$ cat config.mk
export PLATFORM = sky130hd
export DESIGN_NAME = sao_edge_offset_horizontal
export DESIGN_NICKNAME = d
export VERILOG_FILES = /design/src/hw/rtl/sao_eo_pkg.sv /design/src/hw/rtl/sao_eo_regs.sv /design/src/hw/rtl/sao_eo_window.sv /design/src/hw/rtl/sao_eo_filter.sv /design/src/hw/rtl/sao_edge_offset_horizontal.sv
export SDC_FILE = /design/constraint.sdc
export NUM_CORES = 1
export LEC_CHECK = 0
export BUFFER_PORTS_ARGS = -buffer_cell sky130_fd_sc_hd__buf_2
export CORE_MARGIN = 2
export CORE_UTILIZATION = 45
export DETAILED_ROUTE_END_ITERATION = 10
export PLACE_DENSITY = 0.66
export SLEW_MARGIN = 0
export SYNTH_ARGS = -nofsm -noshare
export SYNTH_HDL_FRONTEND = slang
export SYNTH_HIERARCHICAL = 1
export SYNTH_SLANG_ARGS = --single-unit
$ cat constraint.sdc
create_clock -name aclk -period 8.4 [get_ports aclk]
set_input_delay 1.68 -clock aclk [delete_from_list [all_inputs] [get_ports aclk]]
set_output_delay 1.68 -clock aclk [all_outputs]
set_load 0.1 [all_outputs]
$ cat src/hw/rtl/sao_eo_pkg.sv
// ----------------------------------------------------------------------------
// sao_eo_pkg
// Shared types and constants for the horizontal SAO edge-offset filter.
// ----------------------------------------------------------------------------
package sao_eo_pkg;

    // Offset registers are 10-bit two's complement
    localparam int OFF_W     = 10;
    localparam int NUM_CLASS = 5;

    // Configuration port geometry (eight 32-bit registers)
    localparam int ADDR_W    = 5;
    localparam int DATA_W    = 32;
    localparam int DEPTH_W   = 4;

    typedef logic signed [OFF_W-1:0] offset_t;

    // Register map, index = byte address / 4
    typedef enum logic [2:0] {
        REG_PEL_DEPTH  = 3'd0,
        REG_LEFT_AVAIL = 3'd1,
        REG_RIGHT_AVAIL = 3'd2,
        REG_OFFSET0    = 3'd3,
        REG_OFFSET1    = 3'd4,
        REG_OFFSET2    = 3'd5,
        REG_OFFSET3    = 3'd6,
        REG_OFFSET4    = 3'd7
    } reg_idx_t;

    // Edge class codes
    localparam logic [2:0] CLASS_MIN  = 3'd0;
    localparam logic [2:0] CLASS_C1   = 3'd1;
    localparam logic [2:0] CLASS_FLAT = 3'd2;
    localparam logic [2:0] CLASS_C3   = 3'd3;
    localparam logic [2:0] CLASS_MAX  = 3'd4;

    // Position of the window within a row
    typedef enum logic [3:0] {
        POS_LEFT     = 4'b0001,  // awaiting the left neighbour
        POS_AWAIT_C0 = 4'b0010,  // awaiting column 0
        POS_COL0     = 4'b0100,  // centre is column 0
        POS_LATER    = 4'b1000   // centre is a later column
    } pos_t;

    // Configuration bundle
    typedef struct packed {
        logic [DEPTH_W-1:0]           pel_depth;
        logic                         left_available;
        logic                         right_available;
        offset_t [NUM_CLASS-1:0]      offset;
    } cfg_t;

    // Control from the window stage to the filter stage
    typedef struct packed {
        logic fire;   // staged word consumed this cycle
        logic emit;   // and it produces a result
        logic first;  // centre is column 0
        logic last;   // centre is the row's last pixel
    } win_ctl_t;

endpackage

$ cat src/hw/rtl/sao_eo_regs.sv
// ----------------------------------------------------------------------------
// sao_eo_regs
// APB register file: bit depth, side availability and five class offsets.
// ----------------------------------------------------------------------------
module sao_eo_regs (
    input  logic                             aclk,
    input  logic                             aresetn,
    input  logic                             psel,
    input  logic                             penable,
    input  logic                             pwrite,
    input  logic [sao_eo_pkg::ADDR_W-1:0]    paddr,
    input  logic [sao_eo_pkg::DATA_W-1:0]    pwdata,
    output logic [sao_eo_pkg::DATA_W-1:0]    prdata,
    output logic                             pready,
    output sao_eo_pkg::cfg_t                 cfg
);

    sao_eo_pkg::cfg_t      cfg_reg;
    sao_eo_pkg::reg_idx_t  idx;
    logic                  wr_en;

    assign pready = 1'b1;
    assign idx    = sao_eo_pkg::reg_idx_t'(paddr[sao_eo_pkg::ADDR_W-1:2]);
    assign wr_en  = psel && penable && pwrite;
    assign cfg    = cfg_reg;

    // Register writes
    always_ff @(posedge aclk) begin
        if (!aresetn) begin
            cfg_reg.pel_depth       <= sao_eo_pkg::DEPTH_W'(8);
            cfg_reg.left_available  <= 1'b1;
            cfg_reg.right_available <= 1'b1;
            cfg_reg.offset          <= '0;
        end else if (wr_en) begin
            unique case (idx)
                sao_eo_pkg::REG_PEL_DEPTH:
                    cfg_reg.pel_depth <= pwdata[sao_eo_pkg::DEPTH_W-1:0];
                sao_eo_pkg::REG_LEFT_AVAIL:  cfg_reg.left_available  <= pwdata[0];
                sao_eo_pkg::REG_RIGHT_AVAIL: cfg_reg.right_available <= pwdata[0];
                sao_eo_pkg::REG_OFFSET0: cfg_reg.offset[0] <= pwdata[sao_eo_pkg::OFF_W-1:0];
                sao_eo_pkg::REG_OFFSET1: cfg_reg.offset[1] <= pwdata[sao_eo_pkg::OFF_W-1:0];
                sao_eo_pkg::REG_OFFSET2: cfg_reg.offset[2] <= pwdata[sao_eo_pkg::OFF_W-1:0];
                sao_eo_pkg::REG_OFFSET3: cfg_reg.offset[3] <= pwdata[sao_eo_pkg::OFF_W-1:0];
                sao_eo_pkg::REG_OFFSET4: cfg_reg.offset[4] <= pwdata[sao_eo_pkg::OFF_W-1:0];
                default: ;
            endcase
        end
    end

    // Read mux
    always_comb begin
        prdata = '0;
        unique case (idx)
            sao_eo_pkg::REG_PEL_DEPTH:
                prdata = sao_eo_pkg::DATA_W'(cfg_reg.pel_depth);
            sao_eo_pkg::REG_LEFT_AVAIL:
                prdata = sao_eo_pkg::DATA_W'(cfg_reg.left_available);
            sao_eo_pkg::REG_RIGHT_AVAIL:
                prdata = sao_eo_pkg::DATA_W'(cfg_reg.right_available);
            sao_eo_pkg::REG_OFFSET0:
                prdata = sao_eo_pkg::DATA_W'(unsigned'(cfg_reg.offset[0]));
            sao_eo_pkg::REG_OFFSET1:
                prdata = sao_eo_pkg::DATA_W'(unsigned'(cfg_reg.offset[1]));
            sao_eo_pkg::REG_OFFSET2:
                prdata = sao_eo_pkg::DATA_W'(unsigned'(cfg_reg.offset[2]));
            sao_eo_pkg::REG_OFFSET3:
                prdata = sao_eo_pkg::DATA_W'(unsigned'(cfg_reg.offset[3]));
            sao_eo_pkg::REG_OFFSET4:
                prdata = sao_eo_pkg::DATA_W'(unsigned'(cfg_reg.offset[4]));
            default: prdata = '0;
        endcase
    end

endmodule

$ cat src/hw/rtl/sao_eo_window.sv
// ----------------------------------------------------------------------------
// sao_eo_window
// Input register and three-pixel window with row position tracking.
// ----------------------------------------------------------------------------
module sao_eo_window #(
    parameter int PIXEL_WIDTH = 10
) (
    input  logic                        aclk,
    input  logic                        aresetn,
    input  logic                        s_valid,
    output logic                        s_ready,
    input  logic [PIXEL_WIDTH-1:0]      s_sample,
    input  logic                        s_row_end,
    input  logic                        out_free,
    output logic [PIXEL_WIDTH-1:0]      left_pix,
    output logic [PIXEL_WIDTH-1:0]      centre_pix,
    output logic [PIXEL_WIDTH-1:0]      right_pix,
    output sao_eo_pkg::win_ctl_t        ctl
);

    logic                      in_valid_reg;
    logic [PIXEL_WIDTH-1:0]    in_sample_reg;
    logic                      in_end_reg;
    logic [PIXEL_WIDTH-1:0]    left_reg;
    logic [PIXEL_WIDTH-1:0]    centre_reg;
    sao_eo_pkg::pos_t          pos_reg;
    sao_eo_pkg::pos_t          pos_next;
    logic                      fire;
    logic                      emit;

    // Staged word moves on when the result register can take it
    assign fire    = in_valid_reg && out_free;
    assign s_ready = !in_valid_reg || out_free;
    assign emit    = fire && (pos_reg == sao_eo_pkg::POS_COL0 ||
                              pos_reg == sao_eo_pkg::POS_LATER);

    assign left_pix   = left_reg;
    assign centre_pix = centre_reg;
    assign right_pix  = in_sample_reg;
    assign ctl.fire   = fire;
    assign ctl.emit   = emit;
    assign ctl.first  = (pos_reg == sao_eo_pkg::POS_COL0);
    assign ctl.last   = in_end_reg;

    // Input register
    always_ff @(posedge aclk) begin
        if (!aresetn) begin
            in_valid_reg <= 1'b0;
        end else if (s_valid && s_ready) begin
            in_valid_reg <= 1'b1;
        end else if (fire) begin
            in_valid_reg <= 1'b0;
        end
    end

    always_ff @(posedge aclk) begin
        if (s_valid && s_ready) begin
            in_sample_reg <= s_sample;
            in_end_reg    <= s_row_end;
        end
    end

    // Row position
    always_comb begin
        pos_next = pos_reg;
        unique case (pos_reg)
            sao_eo_pkg::POS_LEFT:
                pos_next = in_end_reg ? sao_eo_pkg::POS_LEFT : sao_eo_pkg::POS_AWAIT_C0;
            sao_eo_pkg::POS_AWAIT_C0:
                pos_next = in_end_reg ? sao_eo_pkg::POS_LEFT : sao_eo_pkg::POS_COL0;
            sao_eo_pkg::POS_COL0, sao_eo_pkg::POS_LATER:
                pos_next = in_end_reg ? sao_eo_pkg::POS_LEFT : sao_eo_pkg::POS_LATER;
            default: pos_next = sao_eo_pkg::POS_LEFT;
        endcase
    end

    // Window shift
    always_ff @(posedge aclk) begin
        if (!aresetn) begin
            pos_reg    <= sao_eo_pkg::POS_LEFT;
            left_reg   <= '0;
            centre_reg <= '0;
        end else if (fire) begin
            pos_reg <= pos_next;
            if (pos_reg == sao_eo_pkg::POS_LEFT) begin
                left_reg <= in_sample_reg;
            end else if (pos_reg == sao_eo_pkg::POS_AWAIT_C0) begin
                centre_reg <= in_sample_reg;
            end else if (!in_end_reg) begin
                left_reg   <= centre_reg;
                centre_reg <= in_sample_reg;
            end
        end
    end

    // A row end always brings the window back to the row start
    a_row_end_restart: assert property (@(posedge aclk) disable iff (!aresetn)
        (fire && in_end_reg) |=> (pos_reg == sao_eo_pkg::POS_LEFT))
        else $error("window did not restart after row end");

    // Window holds while the staged word waits
    a_hold_on_stall: assert property (@(posedge aclk) disable iff (!aresetn)
        (in_valid_reg && !out_free) |=> ($stable(left_reg) && $stable(centre_reg)
                                         && $stable(pos_reg)))
        else $error("window moved during stall");

    // Results only leave with a fully formed window
    a_emit_needs_centre: assert property (@(posedge aclk) disable iff (!aresetn)
        (fire && pos_reg == sao_eo_pkg::POS_AWAIT_C0 && !in_end_reg)
        |=> (centre_reg == $past(in_sample_reg)))
        else $error("column 0 not loaded into centre");

endmodule

$ cat src/hw/rtl/sao_eo_filter.sv
// ----------------------------------------------------------------------------
// sao_eo_filter
// Edge classification, offset add, clip, and the result register.
// ----------------------------------------------------------------------------
module sao_eo_filter #(
    parameter int PIXEL_WIDTH = 10
) (
    input  logic                        aclk,
    input  logic                        aresetn,
    input  sao_eo_pkg::cfg_t            cfg,
    input  logic [PIXEL_WIDTH-1:0]      left_pix,
    input  logic [PIXEL_WIDTH-1:0]      centre_pix,
    input  logic [PIXEL_WIDTH-1:0]      right_pix,
    input  sao_eo_pkg::win_ctl_t        ctl,
    output logic                        out_free,
    output logic                        m_valid,
    input  logic                        m_ready,
    output logic [PIXEL_WIDTH-1:0]      m_filtered,
    output logic [2:0]                  m_edge_class,
    output logic                        m_row_last
);

    localparam int DW  = $clog2(PIXEL_WIDTH + 1);
    localparam int PW1 = PIXEL_WIDTH + 1;
    localparam int SW  = ((PIXEL_WIDTH > sao_eo_pkg::OFF_W) ?
                          PIXEL_WIDTH : sao_eo_pkg::OFF_W) + 2;

    logic                      valid_reg;
    logic [PIXEL_WIDTH-1:0]    filtered_reg;
    logic [2:0]                class_reg;
    logic                      last_reg;

    logic                      gt_l, lt_l, gt_r, lt_r;
    logic [2:0]                cls;
    sao_eo_pkg::offset_t       off;
    logic [DW-1:0]             depth;
    logic [PW1-1:0]            maxpel;
    logic signed [SW-1:0]      sum;
    logic [PIXEL_WIDTH-1:0]    clipped;
    logic                      bypass;
    logic [PIXEL_WIDTH-1:0]    result;

    // Edge class from the two neighbour signs
    always_comb begin
        gt_l = centre_pix > left_pix;
        lt_l = centre_pix < left_pix;
        gt_r = centre_pix > right_pix;
        lt_r = centre_pix < right_pix;
        cls  = sao_eo_pkg::CLASS_FLAT + {2'b00, gt_l} + {2'b00, gt_r}
               - {2'b00, lt_l} - {2'b00, lt_r};
    end

    // Offset select
    always_comb begin
        case (cls)
            sao_eo_pkg::CLASS_MIN:  off = cfg.offset[0];
            sao_eo_pkg::CLASS_C1:   off = cfg.offset[1];
            sao_eo_pkg::CLASS_FLAT: off = cfg.offset[2];
            sao_eo_pkg::CLASS_C3:   off = cfg.offset[3];
            sao_eo_pkg::CLASS_MAX:  off = cfg.offset[4];
            default:                off = cfg.offset[2];
        endcase
    end

    // Add and clip to 0 .. 2^depth - 1 (depth capped at PIXEL_WIDTH); bypass on unavailable sides
    always_comb begin
        if ({1'b0, cfg.pel_depth} > (sao_eo_pkg::DEPTH_W + 1)'(PIXEL_WIDTH)) begin
            depth = DW'(PIXEL_WIDTH);
        end else begin
            depth = DW'(cfg.pel_depth);
        end
        maxpel = (PW1'(1) << depth) - PW1'(1);
        sum    = $signed(SW'(centre_pix)) + SW'(off);
        if (sum[SW-1]) begin
            clipped = '0;
        end else if (sum > $signed(SW'(maxpel))) begin
            clipped = maxpel[PIXEL_WIDTH-1:0];
        end else begin
            clipped = sum[PIXEL_WIDTH-1:0];
        end
        bypass = (ctl.first && !cfg.left_available) ||
                 (ctl.last && !cfg.right_available);
        result = bypass ? centre_pix : clipped;
    end

    // Result register
    assign out_free     = !valid_reg || m_ready;
    assign m_valid      = valid_reg;
    assign m_filtered   = filtered_reg;
    assign m_edge_class = class_reg;
    assign m_row_last   = last_reg;

    always_ff @(posedge aclk) begin
        if (!aresetn) begin
            valid_reg <= 1'b0;
        end else if (ctl.emit) begin
            valid_reg <= 1'b1;
        end else if (m_ready) begin
            valid_reg <= 1'b0;
        end
    end

    always_ff @(posedge aclk) begin
        if (ctl.emit) begin
            filtered_reg <= result;
            class_reg    <= cls;
            last_reg     <= ctl.last;
        end
    end

    // Reported class stays within the five defined codes
    a_class_range: assert property (@(posedge aclk) disable iff (!aresetn)
        valid_reg |-> (class_reg <= sao_eo_pkg::CLASS_MAX))
        else $error("edge class out of range");

    // A result is only loaded when the register is free to take it
    a_no_overwrite: assert property (@(posedge aclk) disable iff (!aresetn)
        ctl.emit |-> out_free)
        else $error("result register overwritten");

    // A flat neighbourhood always yields the flat class
    a_flat_class: assert property (@(posedge aclk) disable iff (!aresetn)
        (ctl.emit && centre_pix == left_pix && centre_pix == right_pix)
        |=> (class_reg == sao_eo_pkg::CLASS_FLAT))
        else $error("flat window misclassified");

endmodule

$ cat src/hw/rtl/sao_edge_offset_horizontal.sv
// A staged word's result (if any) reaches m_* through the result register.
// Throughput: one word per cycle unless m_ready stalls the input and result registers.
// Each row of w pixels takes w+2 words and yields w results.
// Reset (aresetn low, synchronous): both stages empty, window at row start,
// bit depth 8, both sides available, all offsets zero.
// ----------------------------------------------------------------------------
// sao_edge_offset_horizontal
// Horizontal SAO edge-offset filter over a stream of padded pixel rows.
// ----------------------------------------------------------------------------
module sao_edge_offset_horizontal #(
    parameter int PIXEL_WIDTH = 10
) (
    input  logic                             aclk,
    input  logic                             aresetn,
    // Configuration
    input  logic                             psel,
    input  logic                             penable,
    input  logic                             pwrite,
    input  logic [sao_eo_pkg::ADDR_W-1:0]    paddr,
    input  logic [sao_eo_pkg::DATA_W-1:0]    pwdata,
    output logic [sao_eo_pkg::DATA_W-1:0]    prdata,
    output logic                             pready,
    // Pixel input
    input  logic                             s_valid,
    output logic                             s_ready,
    input  logic [PIXEL_WIDTH-1:0]           s_sample,
    input  logic                             s_row_end,
    // Filtered output
    output logic                             m_valid,
    input  logic                             m_ready,
    output logic [PIXEL_WIDTH-1:0]           m_filtered,
    output logic [2:0]                       m_edge_class,
    output logic                             m_row_last
);

    sao_eo_pkg::cfg_t        cfg;
    sao_eo_pkg::win_ctl_t    ctl;
    logic [PIXEL_WIDTH-1:0]  left_pix;
    logic [PIXEL_WIDTH-1:0]  centre_pix;
    logic [PIXEL_WIDTH-1:0]  right_pix;
    logic                    out_free;

    // Register file
    sao_eo_regs u_regs (
        .aclk    (aclk),
        .aresetn (aresetn),
        .psel    (psel),
        .penable (penable),
        .pwrite  (pwrite),
        .paddr   (paddr),
        .pwdata  (pwdata),
        .prdata  (prdata),
        .pready  (pready),
        .cfg     (cfg)
    );

    // Input stage and window
    sao_eo_window #(
        .PIXEL_WIDTH (PIXEL_WIDTH)
    ) u_window (
        .aclk       (aclk),
        .aresetn    (aresetn),
        .s_valid    (s_valid),
        .s_ready    (s_ready),
        .s_sample   (s_sample),
        .s_row_end  (s_row_end),
        .out_free   (out_free),
        .left_pix   (left_pix),
        .centre_pix (centre_pix),
        .right_pix  (right_pix),
        .ctl        (ctl)
    );

    // Classify, offset, clip, result register
    sao_eo_filter #(
        .PIXEL_WIDTH (PIXEL_WIDTH)
    ) u_filter (
        .aclk         (aclk),
        .aresetn      (aresetn),
        .cfg          (cfg),
        .left_pix     (left_pix),
        .centre_pix   (centre_pix),
        .right_pix    (right_pix),
        .ctl          (ctl),
        .out_free     (out_free),
        .m_valid      (m_valid),
        .m_ready      (m_ready),
        .m_filtered   (m_filtered),
        .m_edge_class (m_edge_class),
        .m_row_last   (m_row_last)
    );

endmodule

### Yosys cells after proc, flatten, opt, wreduce, memory -nomap -nowiden

Index checks and enable logic that the tools add are counted.

| word-level totals | value |
|---|---|
| register bits after elaboration | 107 |
| latch bits | 0 |
| RAM bits | 0 |
| bits in read-only memories | 0 |
| output and inout port bits | 49 |
| logic and storage cells | 98 |
| memories kept | 0 |

| operators by class | value |
|---|---|
| add/subtract/negate cells | 6 |
| $mul | 0 |
| div/mod/pow operators | 0 |
| $lt $le $gt $ge | 6 |
| equality and inequality tests | 17 |
| shift operators | 1 |
| mux-type cells | 19 |
| bitwise operators | 1 |
| reduce and logical (&&, ||, !) cells | 30 |

Operator list:

| operator | number |
|---|---|
| 32-bit case mux with 8 select lines | 1 |
| 10-bit two-way mux | 8 |
| 10-bit case mux with 4 select lines | 1 |
| 10-bit > comparator | 2 |
| 10-bit less-than comparator | 2 |
| 2-bit AND reduction | 8 |
| 3-bit equality test, second input constant | 5 |
| 11-bit by 10-bit adder with 12-bit output | 1 |
| 12-bit > comparator | 1 |
| 4-bit case mux with 3 select lines | 1 |
| 1-bit by 4-bit << shifter with 11-bit output, first input constant | 1 |
| 11-bit by 2-bit subtractor with 11-bit output, second input constant | 1 |
| 3-bit by 2-bit equality test with 1-bit output, second input constant | 3 |
| 4-bit two-way mux | 2 |
| 1-bit logical AND | 7 |
| 3-bit by 1-bit equality test with 1-bit output, second input constant | 2 |
| 3-bit zero test | 2 |
| 3-bit AND reduction | 2 |
| 3-bit by 1-bit subtractor with 3-bit output | 2 |
| 4-bit by 1-bit equality test with 1-bit output, second input constant | 1 |
| 4-bit by 2-bit equality test with 1-bit output, second input constant | 1 |
| 4-bit by 3-bit equality test with 1-bit output, second input constant | 1 |
| 4-bit equality test, second input constant | 1 |
| 4-bit > comparator, second input constant | 1 |
| other kinds (12) | 23 |

### Depth between registers and ports, before layout

Gate-level depths: netlist of run 1.

| logic depth | value |
|---|---|
| depth in word-level cells | 12 |
| gate-level depth with buffers | 31 |
| mapped depth without buffers | 29 |

### Hierarchy

The synthesis of run 1 kept the hierarchy.

Modules (own cells, without submodules):

| module | instances | cells each | area an instance (um2) | sequential area each (um2) |
|---|---|---|---|---|
| sao_eo_regs | 1 | 292 | 2776.4 | 1121.1 |
| sao_eo_filter | 1 | 311 | 2556.2 | 440.4 |
| sao_eo_window | 1 | 139 | 1437.6 | 830.8 |

### Worst setup path after synthesis of run 1

Ideal clock, no wire load.

| path | value |
|---|---|
| path type | register to register |
| start point | register u_window.centre_reg[3] (netlist: u_window/centre_pix[3]) |
| end point | register u_filter.filtered_reg[7] (netlist: u_filter/m_filtered[7]), data pin |
| library setup time | 0.264 ns |
| arrival | 6.870 ns |
| path slack | 1.266 ns |
| cell stages (with the launch flop) | 28 |
| clock period less this slack | 7.134 ns |
| cell sequence | dfxtp_1 > ha_1 > a21o_1 > a21o_1 > a21oi_1 > nor2_1 > a2111oi_0 > inv_1 > fa_1 > ha_1 > ha_1 > buf_1 > nor3b_1 > a221oi_1 > a21oi_1 > ha_1 > a211oi_1 > o21ai_0 > a31o_2 > a211oi_1 > ha_1 > nand4_1 > nor2_1 > a21boi_0 > o31ai_1 > buf_2 > mux2i_1 > o31ai_1 |

| between the ends | value |
|---|---|
| longest elaborated chain between the ends | 12 |
| elaborated cells between the ends (all ways) | 18 |
| classes of those cells | 5 x add/sub; 5 x order compare; 3 x eq/ne; 4 x mux; 1 x reduce/logical |

Ends and longest elaborated chain:

| what | RTL line | RTL |
|---|---|---|
| start, declared | sao_eo_window.sv:25 | `logic [PIXEL_WIDTH-1:0] centre_reg;` |
| start signal, assigned | sao_eo_window.sv:88 | `centre_reg <= in_sample_reg;` |
| start signal, assigned | sao_eo_window.sv:91 | `centre_reg <= in_sample_reg;` |
| 10-bit > comparator | sao_eo_filter.sv:45 | `gt_l = centre_pix > left_pix;` |
| 2-bit by 1-bit adder with 3-bit output | sao_eo_filter.sv:49 | `cls = sao_eo_pkg::CLASS_FLAT + {2'b00, gt_l} + {2'b00, gt_r}` |
| 3-bit by 1-bit adder with 3-bit output | sao_eo_filter.sv:49 |  |
| 3-bit by 1-bit subtractor with 3-bit output | sao_eo_filter.sv:50 | `- {2'b00, lt_l} - {2'b00, lt_r};` |
| 3-bit by 1-bit subtractor with 3-bit output (*) | sao_eo_filter.sv:50 |  |
| via u_filter.cls[1] | sao_eo_filter.sv:34 | `logic [2:0] cls;` |
| 3-bit equality test, or another cell as far along | sao_eo_filter.sv:55 | `case (cls)` |
| 10-bit case mux with 4 select lines (*) | sao_eo_filter.sv:55 |  |
| 11-bit by 10-bit adder with 12-bit output (*) | sao_eo_filter.sv:73 | `sum = $signed(SW'(centre_pix)) + SW'(off);` |
| 12-bit > comparator | sao_eo_filter.sv:76 | `end else if (sum > $signed(SW'(maxpel))) begin` |
| 10-bit two-way mux | sao_eo_filter.sv:76 |  |
| 10-bit two-way mux (*) | sao_eo_filter.sv:74 | `if (sum[SW-1]) begin` |
| 10-bit two-way mux (*) | sao_eo_filter.sv:83 | `result = bypass ? centre_pix : clipped;` |
| via u_filter.result[7] | sao_eo_filter.sv:41 | `logic [PIXEL_WIDTH-1:0] result;` |
| end signal, assigned | sao_eo_filter.sv:105 | `filtered_reg <= result;` |
| end, declared | sao_eo_filter.sv:29 | `logic [PIXEL_WIDTH-1:0] filtered_reg;` |

Mark *: on every way through the listed nets, which the timed path passes. The rest lies on a longest branch.
A chain may end at the register's enable or synchronous reset.

### Final worst setup path of run 1

| path | value |
|---|---|
| start point | register u_window.in_sample_reg[3] (netlist: u_window/right_pix[3]) |
| end point | register u_filter.filtered_reg[4] (netlist: u_filter/m_filtered[4]), data pin |

| between the ends | value |
|---|---|
| longest elaborated chain between the ends | 11 |
| elaborated cells between the ends (all ways) | 15 |
| classes of those cells | 4 x add/sub; 3 x order compare; 3 x eq/ne; 4 x mux; 1 x reduce/logical |

Ends and longest elaborated chain:

| what | RTL line | RTL |
|---|---|---|
| start, declared | sao_eo_window.sv:22 | `logic [PIXEL_WIDTH-1:0] in_sample_reg;` |
| start signal, assigned | sao_eo_window.sv:58 | `in_sample_reg <= s_sample;` |
| 10-bit > comparator | sao_eo_filter.sv:47 | `gt_r = centre_pix > right_pix;` |
| 3-bit by 1-bit adder with 3-bit output | sao_eo_filter.sv:49 |  |
| 3-bit by 1-bit subtractor with 3-bit output | sao_eo_filter.sv:50 |  |
| 3-bit by 1-bit subtractor with 3-bit output (*) | sao_eo_filter.sv:50 |  |
| via u_filter.cls[1] | sao_eo_filter.sv:34 |  |
| 3-bit equality test, or another cell as far along | sao_eo_filter.sv:55 |  |
| 10-bit case mux with 4 select lines (*) | sao_eo_filter.sv:55 |  |
| 11-bit by 10-bit adder with 12-bit output (*) | sao_eo_filter.sv:73 |  |
| 12-bit > comparator | sao_eo_filter.sv:76 |  |
| 10-bit two-way mux | sao_eo_filter.sv:76 |  |
| 10-bit two-way mux (*) | sao_eo_filter.sv:74 |  |
| 10-bit two-way mux (*) | sao_eo_filter.sv:83 |  |
| via u_filter.result[4] | sao_eo_filter.sv:41 |  |

Marks and branches as above.

==> out/results.tsv, run 1 <==
metric	value	unit
Metal-1 WL	7.143	mm
largest net degree at the start of global routing	70	
die height	126.6	microns
Die X	126.6	microns
grt total ovfl	0	
Placed Area	7049	sq um
post-DR vias/cell	5.537	
final worst path period need	7.716	ns
Int Power	0.8389	mW
HP Class	reg -> reg	
CP startpoint kind	register	
Hold Startpoint	u_regs/cfg[14]$_SDFFE_PN0P_	
setup_tns	0	ns
Seq pwr share	44.3	%
most common cell after layout, fill and taps aside	nand2_1	
Fin. Hold Viols	0	
Layout area overhead	8.566	%
DR WL met3	869	microns
reg2reg start	u_window/right_pix[3]$_DFFE_PP_	
Final setup viols	0	
hold_buf cts	0	
CTS tree	built	
Clock Tree Buf Depth	2	
vias in the first global route	5329	
layout cell share with drive strength beyond 1	15.66	%
Post-DRT Antenna Nets	0	
first-pass GRT wire length	26.36	mm
Pwr Total	1.249	mW
Worst Max-Slew Pin Slew	1.251	ns
initial antenna violation count	0	
DRC	0	
max-slew violation count	0	
dpl hpwl	11.76	mm
fin util	50.33	%
Cell Area, Synth	6763	sq um
Setup WS post-layout	0.6842	ns
clock network fraction of total power	33.3	%
max layer used	met4	
critical-path maximum fanout	19	
htree depth	3	
Post-CTS Resized	0	
max-cap violations	0	
Vias	5332	
violation count after the first detailed-route iteration	397	
relative slew slack	16.42	%
area of the core	14590	sq um
most frequent cells in the layout	115 x nand2_1, 82 x dfxtp_1, 80 x mux2i_1	
Switch Pwr	0.4100	mW
total track usage	20.55	%
skew final	0.01197	ns
Initial Util	46.36	%
# port buffers	56	
Sw Share	32.83	%
Routed WL	16.22	mm
crit path DAT	7.81	ns
origin of the worst setup path	u_window/right_pix[3]$_DFFE_PP_	
Antenna Cells	0	
pre-CTS setup slack	0.7815	ns
clock transition at the registers of the reported paths	0.08	ns
Die ar.	16030	sq um
WL met2	7.886	mm
CTS Buf Count	9	
Clock Latency Late Sink	0.36	ns
Peak VDD IR	0.1077	mV
status	finished clean	
CP Class	reg -> reg	
Final Cell Area	7342	sq um
GPL Wtd Cong	0.8853	
Peak Freq	129.6	MHz
num ports	104	
Std-Cell Rows	44	
Comb power frac	22.3	%
nets	877	
DRT Pass-1 Iters	5	
CP required	8.49	ns
post-synthesis cell count	741	
Cell Pwr Density	170.1	nW/um^2
RSZ-0062 raised after global routing	false	
Synth Warn #	6	
Final Cycle Share	91.85	%
Crit. End Element	register	
max FFs per register	56	
routed len/inst	16.84	microns
Root Buffer Master	clkbuf_16	
# fillers	1324	
Mean Syn Cell Area	9.126	sq um
Post-CTS Setup Bufs	0	
Leak	3.061	nW
clk sinks	107	
reg-to-reg setup timing slack	0.68	ns
per-stage QoR:
stage / hold WS, ns / std cells
floorplan: 0.4439 / 762
global placement: 0.4517 / 947
detailed placement: 0.4631 / 947
CTS: 0.4741 / 963
global route: 0.4959 / 963
finish: 0.4729 / 963
per-layer routing:
metal / up-vias / GRT usage (%)
met1: 2520 / 25.13
li1: 2637 / -
met3: 26 / 5.356
met4: 0 / 7.111
met2: 149 / 35.07
met5: - / 0
final timing paths:
path	depth (start not counted)	endpoint
setup / recovery	27	u_filter/m_filtered[4]$_DFFE_PP_
hold / removal	2	u_regs/cfg[14]$_SDFFE_PN0P_
setup reg to reg	27	u_filter/m_filtered[4]$_DFFE_PP_
hold reg to reg	2	u_regs/cfg[14]$_SDFFE_PN0P_
final cells by class:
class | count | area [sq um] | share of cell area (%)
well taps | 184 | 230.2 | 3.136
repair buffers | 64 | 340.3 | 4.635
clock inverters | 6 | 53.80 | 0.7328
flip-flops and latches | 107 | 2392 | 32.58
clock buffers | 10 | 239.0 | 3.255
inverters | 46 | 172.7 | 2.352
multi-input cells | 546 | 3914 | 53.31
worst max-delay path, stage by stage (launching register included):
cell	delay [ns]
edfxtp_1	0.44
inv_1	0.10
ha_1	0.24
a21o_1	0.16
a21o_1	0.16
a21oi_1	0.13
nor2_1	0.05
a2111oi_0	0.80
inv_1	0.15
fa_1	0.49
ha_1	0.21
ha_1	0.44
mux2i_4	0.55
nor2_1	0.09
a21oi_1	0.35
ha_1	0.33
a211oi_1	0.37
o21ai_0	0.23
a31o_2	0.29
a211oi_1	0.32
ha_1	0.21
nand4_1	0.12
nor2_1	0.15
a21boi_0	0.25
o31ai_2	0.12
buf_4	0.18
a211oi_1	0.44
o31ai_4	0.07
power groups by stage:
stage | registers [mW] | logic, mW | clock network, mW
detailed placement | 0.566 | 0.277 | 0
floorplan | 0.561 | 0.231 | 0
CTS | 0.554 | 0.277 | 0.424
finish | 0.554 | 0.279 | 0.416
global placement | 0.565 | 0.272 | 0
global route | 0.556 | 0.301 | 0.446
Power figures use the tool's default switching activity.
==> inputs of run 2 (changes only) <==
--- a/config.mk
+++ b/config.mk
@@ -7,9 +7,10 @@
 export LEC_CHECK = 0
 export BUFFER_PORTS_ARGS = -buffer_cell sky130_fd_sc_hd__buf_2
 export CORE_MARGIN = 2
-export CORE_UTILIZATION = 45
+export CORE_UTILIZATION = 40
+export CTS_BUF_LIST = sky130_fd_sc_hd__clkbuf_16
+export CTS_CLUSTER_SIZE = 16
 export DETAILED_ROUTE_END_ITERATION = 10
-export PLACE_DENSITY = 0.66
 export SLEW_MARGIN = 0
 export SYNTH_ARGS = -nofsm -noshare
 export SYNTH_HDL_FRONTEND = slang
==> out/results.tsv, run 2 (synthesis gave the netlist of run 1 again) <==
metric	value	unit
status	finished clean	
Final setup viols	0	
Final Cycle Share	90.14	%
HP Class	reg -> reg	
most frequent cells in the layout	115 x nand2_1, 82 x dfxtp_1, 80 x mux2i_1	
first-pass GRT wire length	25.94	mm
Peak Freq	132.1	MHz
most common cell after layout, fill and taps aside	nand2_1	
Clock Tree Buf Depth	2	
Hold Startpoint	u_regs/cfg[19]$_SDFFE_PN0P_	
violation count after the first detailed-route iteration	361	
Post-CTS Setup Bufs	0	
CP Class	reg -> reg	
clk sinks	107	
Layout area overhead	9.806	%
Leak	3.079	nW
reg2reg start	u_window/centre_pix[3]$_SDFFE_PN0P_	
htree depth	3	
CP required	8.49	ns
die height	134.0	microns
Antenna Cells	0	
WHS Path Cells	2	
Hold Path Sink	u_regs/cfg[19]$_SDFFE_PN0P_	
Fin. Hold Viols	0	
Pwr Total	1.289	mW
Vias	5283	
vias in the first global route	4862	
total track usage	18.32	%
CP max stage cell	ha_1	
DRC	0	
final worst path period need	7.571	ns
CTS Buf Count	9	
largest net degree at the start of global routing	70	
Die ar.	17960	sq um
max-slew violation count	0	
CP startpoint kind	register	
Std-Cell Rows	47	
setup_tns	0	ns
Final Cell Area	7426	sq um
CP most frequent cell	ha_1	
RSZ-0062 raised after global routing	false	
GPL Wtd Cong	0.8097	
Post-CTS Resized	0	
Die X	134.0	microns
skew final	0.006539	ns
Clock Latency Late Sink	0.36	ns
grt total ovfl	0	
relative slew slack	19.50	%
Placed Area	7102	sq um
num ports	104	
initial antenna violation count	0	
Worst Max-Slew Pin Slew	1.204	ns
max-cap violations	0	
Routed WL	16.16	mm
Peak VDD IR	0.1109	mV
hold_buf cts	0	
layout cell share with drive strength beyond 1	15.51	%
dpl hpwl	11.19	mm
CTS tree	built	
critical-path maximum fanout	12	
area of the core	16580	sq um
routed len/inst	16.16	microns
Reg2Reg Depth	29	
reg-to-reg setup timing slack	0.83	ns
clock transition at the registers of the reported paths	0.07	ns
slowest stage delay, CP	0.75	ns
# port buffers	56	
max FFs per register	56	
Post-DRT Antenna Nets	0	
fin util	44.78	%
crit path DAT	7.66	ns
Root Buffer Master	clkbuf_16	
WHS	0.4745	ns
DRT Pass-1 Iters	5	
Crit. End Element	register	
post-DR vias/cell	5.283	
Initial Util	40.78	%
nets	878	
R2R Path End	u_filter/m_filtered[6]$_DFFE_PP_	
Cell Pwr Density	173.6	nW/um^2
-- run 2: cell types whose count changed in the layout (fill, tap and decap cells not counted) --
cell	before	now
clkinv_4	2	0
inv_8	1	0
inv_6	2	1
buf_4	8	9
clkinv_1	0	2
clkbuf_16	9	12
clkbuf_8	1	0
-- run 2: area by class of cell --
| cell class | instances | area [sq um] |
|---|---|---|
| clock buffer | 12 | 300.3 |
| clock inverter | 4 | 23.77 |
| fill | 1596 | 9158 |
| inverter | 46 | 172.7 |
| multi-input combinational | 546 | 3914 |
| sequential | 107 | 2392 |
| tap | 220 | 275.3 |
| timing repair buffer | 65 | 347.8 |
-- run 2: stage by stage --
step	std cells	setup slack [ns]
after floorplan	762	1.266
after global placement	984	0.9716
after detailed placement	984	0.8932
after CTS	1000	0.8643
after global routing	1000	0.3492
final	1000	0.8286
-- run 2: metal layers --
metal	vias up	track usage (%)	wire length [microns]
met3	7	3.628	647
met5	-	0	0
met1	2511	25.68	8015
met4	0	3.918	127
li1	2640	-	-
met2	125	29.40	7365
-- run 2: power breakdown --
group	internal [mW]	switching, mW	total, mW
sequential	0.543	0.0118	0.554
combinational	0.0822	0.196	0.278
clock	0.255	0.201	0.456
-- run 2: worst max-delay path by stage --
stage	startpoint	to	slack (ns)	cells after the start
2_1_floorplan	u_window/centre_pix[3]$_SDFFE_PN0P_	u_filter/m_filtered[7]$_DFFE_PP_	1.27	27
3_3_place_gp	u_window/centre_pix[3]$_SDFFE_PN0P_	u_filter/m_filtered[6]$_DFFE_PP_	0.97	29
3_5_place_dp	u_window/centre_pix[3]$_SDFFE_PN0P_	u_filter/m_filtered[6]$_DFFE_PP_	0.89	29
4_1_cts	u_window/centre_pix[3]$_SDFFE_PN0P_	u_filter/m_filtered[6]$_DFFE_PP_	0.86	29
5_1_grt	u_window/centre_pix[3]$_SDFFE_PN0P_	u_filter/m_filtered[6]$_DFFE_PP_	0.35	28
6_report	u_window/centre_pix[3]$_SDFFE_PN0P_	u_filter/m_filtered[6]$_DFFE_PP_	0.83	29
-- run 2: worst max-delay path, delay by kind of cell (launching register included) --
kind	cells	cell delay (ns)
adders and majority gates	7	2.78
xor gates and xnor gates	1	0.14
AOI/OAI and AO/OA	13	2.75
buffers and inverters	4	0.68
DFF	1	0.51
and+or+nand+nor	4	0.46
